<file path="src/hdl/dct_pkg.sv">
// Shared types, widths and the DCT-II basis table for the 8x8 transform.
// No dependencies.
`default_nettype none
package dct_pkg;
  localparam int N        = 8;
  localparam int IDX_W    = 3;
  localparam int ADDR_W   = 6;
  localparam int SAMPLE_W = 12;
  localparam int COEF_W   = 15;
  localparam int INTER_W  = 20;
  localparam int PROD_W   = INTER_W + COEF_W;
  localparam int ACC_W    = PROD_W + 3;
  localparam int SH1      = 10;
  localparam int SH2      = 18;

  typedef logic signed [COEF_W-1:0]  coef_t;
  typedef logic signed [INTER_W-1:0] inter_t;
  typedef logic signed [PROD_W-1:0]  prod_t;
  typedef logic signed [ACC_W-1:0]   acc_t;

  typedef enum logic [4:0] {
    ST_LOAD = 5'b00001,
    ST_P1   = 5'b00010,
    ST_D1   = 5'b00100,
    ST_P2   = 5'b01000,
    ST_D2   = 5'b10000
  } state_t;

  // A[i][j] with 14 fraction bits, row i = frequency
  localparam coef_t BASIS [N][N] = '{
    '{15'sd5793, 15'sd5793, 15'sd5793, 15'sd5793,
      15'sd5793, 15'sd5793, 15'sd5793, 15'sd5793},
    '{15'sd8035, 15'sd6811, 15'sd4551, 15'sd1598,
      -15'sd1598, -15'sd4551, -15'sd6811, -15'sd8035},
    '{15'sd7568, 15'sd3135, -15'sd3135, -15'sd7568,
      -15'sd7568, -15'sd3135, 15'sd3135, 15'sd7568},
    '{15'sd6811, -15'sd1598, -15'sd8035, -15'sd4551,
      15'sd4551, 15'sd8035, 15'sd1598, -15'sd6811},
    '{15'sd5793, -15'sd5793, -15'sd5793, 15'sd5793,
      15'sd5793, -15'sd5793, -15'sd5793, 15'sd5793},
    '{15'sd4551, -15'sd8035, 15'sd1598, 15'sd6811,
      -15'sd6811, -15'sd1598, 15'sd8035, -15'sd4551},
    '{15'sd3135, -15'sd7568, 15'sd7568, -15'sd3135,
      -15'sd3135, 15'sd7568, -15'sd7568, 15'sd3135},
    '{15'sd1598, -15'sd4551, 15'sd6811, -15'sd8035,
      15'sd8035, -15'sd6811, 15'sd4551, -15'sd1598}
  };

  // forward uses A, inverse uses A transposed
  function automatic coef_t mat(input logic inv, input logic [IDX_W-1:0] r,
                                input logic [IDX_W-1:0] c);
    mat = inv ? BASIS[c][r] : BASIS[r][c];
  endfunction
endpackage
`default_nettype wire

</file>
<file path="src/hdl/dct_8x8_forward_inverse_top.sv">
// 8x8 forward/inverse 2-D DCT, two passes through one shared MAC.
// Depends on dct_pkg.
`default_nettype none
// Channel   | Ports                                         | Handshake
// ----------+-----------------------------------------------+------------------
// input     | in_sample                                     | start & !busy
// result    | out_coefficient, out_last_of_block            | out_strobe
// config    | cfg_direction                                 | cfg_valid&cfg_ready
//
// Cycles: one word per cycle while loading and start is high. After the 64th
// sample the block is busy for both passes, each a MAC phase plus a drain; the
// single multiply-accumulate unit performs both. Results stream out during pass
// two and its drain. Reset clears control only; stores need no clearing.
// The receiver cannot stall: each result is valid for exactly one cycle.
module dct_8x8_forward_inverse_top (
  input  wire logic                           clk,
  input  wire logic                           rst_n,
  input  wire logic                           start,
  output logic                                busy,
  input  wire logic [dct_pkg::SAMPLE_W-1:0]   in_sample,
  output logic                                out_strobe,
  output logic [dct_pkg::SAMPLE_W-1:0]        out_coefficient,
  output logic                                out_last_of_block,
  input  wire logic                           cfg_valid,
  output logic                                cfg_ready,
  input  wire logic                           cfg_direction
);
  import dct_pkg::*;

  state_t state_r, state_nxt;
  logic [ADDR_W-1:0]  load_cnt_r;
  logic [3*IDX_W-1:0] cnt_r;      // {i, j, k}
  logic [1:0]         drain_r;
  logic               dir_r;

  logic signed [SAMPLE_W-1:0] blk_mem [64];
  inter_t                     int_mem [64];
  logic signed [SAMPLE_W-1:0] blk_rd_r;
  inter_t                     int_rd_r;

  // pipeline tags
  logic v1_r, f1_r, l1_r, p2_1_r;
  logic v2_r, f2_r, l2_r, p2_2_r;
  logic v3_r, p2_3_r;
  logic [ADDR_W-1:0] idx1_r, idx2_r, idx3_r;
  coef_t coef_r;
  prod_t prod_r;
  acc_t  acc_r;

  logic [IDX_W-1:0] ci, cj, ck;
  logic issue, accept;
  assign {ci, cj, ck} = cnt_r;
  assign issue  = (state_r == ST_P1) || (state_r == ST_P2);
  assign accept = start && !busy;
  assign busy      = (state_r != ST_LOAD);
  assign cfg_ready = !busy;

  always_comb begin
    state_nxt = state_r;
    case (state_r)
      ST_LOAD: if (accept && load_cnt_r == ADDR_W'(63)) state_nxt = ST_P1;
      ST_P1:   if (cnt_r == '1) state_nxt = ST_D1;
      ST_D1:   if (drain_r == '1) state_nxt = ST_P2;
      ST_P2:   if (cnt_r == '1) state_nxt = ST_D2;
      ST_D2:   if (drain_r == '1) state_nxt = ST_LOAD;
      default: state_nxt = ST_LOAD;
    endcase
  end

  always_ff @(posedge clk) begin
    if (!rst_n) begin
      state_r    <= ST_LOAD;
      load_cnt_r <= '0;
      cnt_r      <= '0;
      drain_r    <= '0;
      dir_r      <= 1'b0;
    end else begin
      state_r <= state_nxt;
      if (cfg_valid && cfg_ready) dir_r <= cfg_direction;
      if (accept) load_cnt_r <= load_cnt_r + ADDR_W'(1);
      if (issue) cnt_r <= cnt_r + 9'd1;
      if (state_r == ST_D1 || state_r == ST_D2) drain_r <= drain_r + 2'd1;
      else drain_r <= '0;
    end
  end

  // memories: synchronous read, one write port each
  always_ff @(posedge clk) begin
    if (accept) blk_mem[load_cnt_r] <= $signed(in_sample);
    blk_rd_r <= blk_mem[{ck, cj}];
    int_rd_r <= int_mem[{ci, ck}];
  end

  // stage 1: address issued, coefficient picked
  always_ff @(posedge clk) begin
    if (!rst_n) begin
      v1_r <= 1'b0; v2_r <= 1'b0; v3_r <= 1'b0;
    end else begin
      v1_r <= issue;
      v2_r <= v1_r;
      v3_r <= v2_r && l2_r;
    end
  end

  always_ff @(posedge clk) begin
    f1_r   <= (ck == '0);
    l1_r   <= (ck == '1);
    p2_1_r <= (state_r == ST_P2);
    idx1_r <= {ci, cj};
    coef_r <= (state_r == ST_P2) ? mat(dir_r, cj, ck) : mat(dir_r, ci, ck);
    // stage 2: multiply
    prod_r <= (p2_1_r ? int_rd_r : INTER_W'(blk_rd_r)) * coef_r;
    f2_r   <= f1_r; l2_r <= l1_r; p2_2_r <= p2_1_r; idx2_r <= idx1_r;
    // stage 3: accumulate
    if (v2_r) acc_r <= (f2_r ? ACC_W'(0) : acc_r) + ACC_W'(prod_r);
    p2_3_r <= p2_2_r; idx3_r <= idx2_r;
  end

  // round half up, shift, saturate
  acc_t r1, r2;
  inter_t sat1;
  logic signed [SAMPLE_W-1:0] sat2;
  always_comb begin
    r1 = (acc_r + (ACC_W'(1) <<< (SH1 - 1))) >>> SH1;
    r2 = (acc_r + (ACC_W'(1) <<< (SH2 - 1))) >>> SH2;
    if (r1 > ACC_W'(2**(INTER_W-1) - 1))       sat1 = {1'b0, {(INTER_W-1){1'b1}}};
    else if (r1 < -ACC_W'(2**(INTER_W-1)))     sat1 = {1'b1, {(INTER_W-1){1'b0}}};
    else                                       sat1 = r1[INTER_W-1:0];
    if (r2 > ACC_W'(2**(SAMPLE_W-1) - 1))      sat2 = {1'b0, {(SAMPLE_W-1){1'b1}}};
    else if (r2 < -ACC_W'(2**(SAMPLE_W-1)))    sat2 = {1'b1, {(SAMPLE_W-1){1'b0}}};
    else                                       sat2 = r2[SAMPLE_W-1:0];
  end

  always_ff @(posedge clk) begin
    if (v3_r && !p2_3_r) int_mem[idx3_r] <= sat1;
  end

  always_ff @(posedge clk) begin
    if (!rst_n) out_strobe <= 1'b0;
    else out_strobe <= v3_r && p2_3_r;
    out_coefficient   <= sat2;
    out_last_of_block <= (idx3_r == '1);
  end

  ap_out_busy: assert property (@(posedge clk) disable iff (!rst_n)
    out_strobe |-> busy) else $error("result outside transform");
  ap_go: assert property (@(posedge clk) disable iff (!rst_n)
    (state_r == ST_LOAD && state_nxt == ST_P1) |-> load_cnt_r == ADDR_W'(63))
    else $error("transform started on partial block");
  ap_wb_p1: assert property (@(posedge clk) disable iff (!rst_n)
    (v3_r && !p2_3_r) |-> (state_r == ST_P1 || state_r == ST_D1))
    else $error("pass one writeback out of phase");
endmodule
`default_nettype wire
</file>
<file path="config.mk">
export PLATFORM = sky130hd
export DESIGN_NAME = dct_8x8_forward_inverse_top
export DESIGN_NICKNAME = d
export VERILOG_FILES = /design/src/hdl/dct_pkg.sv /design/src/hdl/dct_8x8_forward_inverse_top.sv
export SDC_FILE = /design/constraint.sdc
export NUM_CORES = 2
export LEC_CHECK = 0
export BUFFER_PORTS_ARGS = -buffer_cell sky130_fd_sc_hd__buf_2
export CAP_MARGIN = 20
export CORE_MARGIN = 2
export CORE_UTILIZATION = 40
export CTS_CLUSTER_DIAMETER = 100
export DETAILED_ROUTE_END_ITERATION = 8
export PLACE_DENSITY = 0.53
export SKIP_LAST_GASP = 1
export SLEW_MARGIN = 20
export SYNTH_ARGS = -nofsm -noshare
export SYNTH_HDL_FRONTEND = slang
export SYNTH_SLANG_ARGS = --single-unit
</file>
<file path="constraint.sdc">
create_clock -name clk -period 7.55 [get_ports clk]
set_input_delay 0.755 -clock clk [delete_from_list [all_inputs] [get_ports clk]]
set_output_delay 0.755 -clock clk [all_outputs]
set_load 0.1 [all_outputs]
</file>
==> parameters.txt <==
Parameter                              Value

Status
  Run status    complete, no violations

Power and ir drop
  Share of power burned in registers    29.0%
  Total power after layout    a little under 50 mW
  Switching component of the power    18.4 mW
  Switching part of the total power    37.5%
  Ratio of total power to cell area    about 420 mW/mm^2
  Max VDD drop    ~870 uV
  Fraction of power consumed by combinational cells    48.2%
  Internal power    slightly above 30 mW
  Part of the power in the clock network    approximately 23%
  Total leakage power    37.9 nW

Placed design
  Worst slack at placement    0.351 ns
  Port-buffer cells    32
  HPWL Detailed    167000 um
  GPL Wtd Cong    0.863

Floorplan
  Die width    512 um
  Initial core utilization    40.2%
  DIE AREA    0.262 sq mm
  # rows    186
  Number of primary I/O pins    33
  Core footprint    between 0.2 and 0.3 sq mm
  Die Span Y    512 um

Cells and area
  Signed area change from the synthesized netlist to the final layout    11.8%
  Nets    between 6000 and 7000
  Share of layout cells above drive strength 1    roughly 22%
  Fin util    about 45%

STA
  RSZ-0062 raised after global routing    no
  Hold Slack    0.173 ns
  Post-layout worst setup margin    between 0.5 and 0.6 ns
  Hold Vio Cnt, Final    0
  Remaining max-slew budget at the tightest pin    26.6%
  Peak clock frequency supported by timing    142 MHz
  Final-report setup violation count    0
  Measured slew at the worst slew-check pin    about 1.1 ns
  Clock skew after layout    0.0770 ns
  Minimum clock period after layout    7.04 ns
  Number of max-slew violations in the final report    0
  Setup TNS    0 ns
  Ratio of final minimum period to clock period    93.3%

Routing
  Routed wire length    277000 um
  Post-DRT Antenna Nets    0
  Via count of the routed design    between 50000 and 60000
  Routed len/inst    approximately 28 um
  Detail-routed via count per cell    5.70
  Iteration-0 DRC count of the detailed router    about 5800
  First drt pass iteration count    6
  DR DRC count    0

Run
  Number of violations of the max-capacitance limit    0

Synthesis
  Number of different library cells in the post-synthesis netlist    between 80 and 90
  Portion of the post-synthesis area used by sequential elements    between 60 and 70%
  Post-synth net total    6706
  Post-synthesis sequential element count    2232
  Cells after synthesis    6228
  Average size of a mapped cell    ~17 sq um
  Primary FF master, synth    sky130_fd_sc_hd__edfxtp_1
  Async SR Flop Fraction    0%
  Number of enable-type register cells in the synthesized netlist    2086
  Yosys warning total    0
  Netlist area before placement    0.103 sq mm

Setup path
  Arrival time of the worst setup path    7.82 ns
  Category of the worst setup path launch point    register
  Maximum fanout along the worst path    16
  Crit end category    register
  Kind of critical path    register to register
  Data required time at the worst endpoint    8.33 ns

GRT
  Gr usage total    between 20% and 30%
  First-pass GRT wire length    404000 um
  Number of global-route vias before repair    roughly 57000
  Maximum number of pins on one net before global-route repair    165
  Number of antenna violations at the first check in global routing    11
  Congestion Overflow GR    0

Clock tree
  Library cell used as clock root buffer    sky130_fd_sc_hd__clkbuf_16
  Buffer levels on the longest clock path    3
  Max H-tree Level    4
  Clock Sink Count    about 2200
  Cts bufs inserted    234
  Worst-path clk slew    0.06 ns
  Worst-Skew Late Latency    roughly 0.9 ns
  Hold buffer count at cts    0
  CTS tree    yes

Worst hold path
  Hold WC Path Type    input port to register
-- flip-flops by register name, indices dropped and copies added, names as in the netlist, 2 cells and up --
name,cells
idx1_r,6
out_coefficient,12
prod_r,35
idx2_r,6
blk_mem,768
int_mem,1280
idx3_r,6
load_cnt_r,6
coef_r,14
drain_r,2
cnt_r,9
blk_rd_r,12
state_r,5
int_rd_r,20
acc_r,38
-- metal layers --
metal	share of wire (%)	global-route usage, %	up-vias
met4	2.7	6.05	0
met1	45	30.7	30000
met2	47	33.0	1898
li1	-	-	24000
met5	0	0	-
met3	5.7	2.63	330
-- cell usage after synthesis, types with 52 or more instances --
cell	instances	share of area, %
sky130_fd_sc_hd__dfxtp_1	146	2.8
sky130_fd_sc_hd__nand2_1	454	1.6
sky130_fd_sc_hd__nor2_1	329	1.2
sky130_fd_sc_hd__a21oi_1	197	0.95
sky130_fd_sc_hd__inv_1	364	1.3
sky130_fd_sc_hd__and2_1	131	0.79
sky130_fd_sc_hd__xnor2_1	84	0.71
sky130_fd_sc_hd__edfxtp_1	2086	61
sky130_fd_sc_hd__clkbuf_1	192	0.70
sky130_fd_sc_hd__buf_2	112	0.54
sky130_fd_sc_hd__nor2b_1	62	0.38
sky130_fd_sc_hd__fa_1	289	5.6
sky130_fd_sc_hd__nand3_1	52	0.25
sky130_fd_sc_hd__ha_1	172	2.1
sky130_fd_sc_hd__o21ai_0	193	0.93
sky130_fd_sc_hd__mux4_2	662	14
sky130_fd_sc_hd__a211oi_1	55	0.40
sky130_fd_sc_hd__buf_1	56	0.20
-- final timing paths --
kind                            cells past startpoint         end  slack, ns     startpoint
worst max-delay path                               26  prod_r[26]       0.51         p2_1_r
worst min-delay path                                3       dir_r       0.17  cfg_direction
worst min register to register                      0   idx2_r[5]       0.30      idx1_r[5]
worst max register to register                     26  prod_r[26]       0.51         p2_1_r
-- area by class of cell --
| type | instances | area (sq um) |
|---|---|---|
| inverters | 367 | 1390 |
| well taps | 3384 | 4230 |
| diodes | 9 | 22.5 |
| clock buffers | 284 | 6110 |
| flip-flops and latches | 2232 | 65600 |
| fillers | 22300 | 141000 |
| multi-input cells | 3237 | 35300 |
| repair buffers | 199 | 1550 |
| clock inverters | 157 | 1380 |
-- through the flow --
stage,std cells,area [sq um]
finish,9869,116000
floorplan,6228,103000
CTS,9860,116000
detailed placement,9419,108000
global placement,9419,108000
global route,9862,116000
-- layout by cell type (no fill, tap or decap), types with 14 or more instances in the layout --
cell type                      n
sky130_fd_sc_hd__buf_4       163
sky130_fd_sc_hd__o211ai_1     34
sky130_fd_sc_hd__inv_1       360
sky130_fd_sc_hd__mux4_2      662
sky130_fd_sc_hd__a21o_1       37
sky130_fd_sc_hd__edfxtp_1   2086
sky130_fd_sc_hd__nor2_4       15
sky130_fd_sc_hd__nand3b_1     14
sky130_fd_sc_hd__xnor2_1      84
sky130_fd_sc_hd__nor3_1       44
sky130_fd_sc_hd__ha_1        172
sky130_fd_sc_hd__mux2i_1      48
sky130_fd_sc_hd__clkinv_2     66
sky130_fd_sc_hd__mux2_2       17
sky130_fd_sc_hd__clkbuf_16   235
sky130_fd_sc_hd__a311oi_1     14
sky130_fd_sc_hd__a21oi_1     194
sky130_fd_sc_hd__and3_1       33
sky130_fd_sc_hd__o22ai_1      19
sky130_fd_sc_hd__buf_2        26
sky130_fd_sc_hd__o221ai_1     15
sky130_fd_sc_hd__nor2_1      220
sky130_fd_sc_hd__and2_1      131
sky130_fd_sc_hd__nand2_1     454
sky130_fd_sc_hd__dfxtp_1     135
sky130_fd_sc_hd__nand2b_1     22
sky130_fd_sc_hd__nand3_1      52
sky130_fd_sc_hd__fa_1        289
sky130_fd_sc_hd__xor2_1       37
sky130_fd_sc_hd__a211oi_1     55
sky130_fd_sc_hd__nor2_2       97
sky130_fd_sc_hd__o21ai_4      16
sky130_fd_sc_hd__nor2b_1      62
sky130_fd_sc_hd__clkbuf_1     44
sky130_fd_sc_hd__a31oi_1      42
sky130_fd_sc_hd__o21ai_0     177
sky130_fd_sc_hd__clkinv_1     50
-- repair_timing --
action | 4_1_cts | 5_1_grt
resized for setup | 0 | 1
endpoints found under the setup margin | 0 | 2
setup buffers | 0 | 0
-- worst max-delay path, cell delays in order, from the launching register on --
cell and delay [ns]:
sky130_fd_sc_hd__dfxtp_2 0.51, sky130_fd_sc_hd__nand2b_1 0.19, sky130_fd_sc_hd__buf_4 0.20, sky130_fd_sc_hd__nand2_1 0.13, sky130_fd_sc_hd__buf_4 0.20, sky130_fd_sc_hd__and2_1 0.18, sky130_fd_sc_hd__fa_1 0.53, sky130_fd_sc_hd__inv_1 0.05
sky130_fd_sc_hd__fa_1 0.48, sky130_fd_sc_hd__inv_1 0.05, sky130_fd_sc_hd__fa_1 0.49, sky130_fd_sc_hd__fa_1 0.47, sky130_fd_sc_hd__fa_1 0.53, sky130_fd_sc_hd__inv_1 0.05, sky130_fd_sc_hd__fa_1 0.53, sky130_fd_sc_hd__inv_1 0.06
sky130_fd_sc_hd__ha_1 0.34, sky130_fd_sc_hd__a21o_1 0.18, sky130_fd_sc_hd__a21o_1 0.18, sky130_fd_sc_hd__a21oi_1 0.34, sky130_fd_sc_hd__o21ai_0 0.15, sky130_fd_sc_hd__a211oi_1 0.30, sky130_fd_sc_hd__o21ai_0 0.12, sky130_fd_sc_hd__a21o_1 0.21
sky130_fd_sc_hd__a21o_1 0.18, sky130_fd_sc_hd__a21oi_1 0.18, sky130_fd_sc_hd__xnor2_1 0.13
-- power by group through the flow --
stage / clock network [mW] / registers (mW) / logic (mW)
4_1_cts: 11.4 / 14.2 / 23.8
6_report: 11.2 / 14.2 / 23.6
2_1_floorplan: 0 / 14.4 / 18.2
5_1_grt: 11.9 / 14.2 / 27.1
3_5_place_dp: 0 / 14.5 / 23.6
3_3_place_gp: 0 / 14.5 / 23.3
-- logic make-up (layout without fill, tap and decap cells) --
logic type	count (synthesis)	after routing	synth area share (%)
compound gates	729	729	4.44
xor+xnor	122	122	1.03
flops	2232	2232	63.4
other cells	0	9	0
fa+ha+maj	461	461	7.68
simple gates	1197	1197	5.31
buf+inv	759	1007	3.02
mux	728	728	15.1
Power figures use the tool's default switching activity.
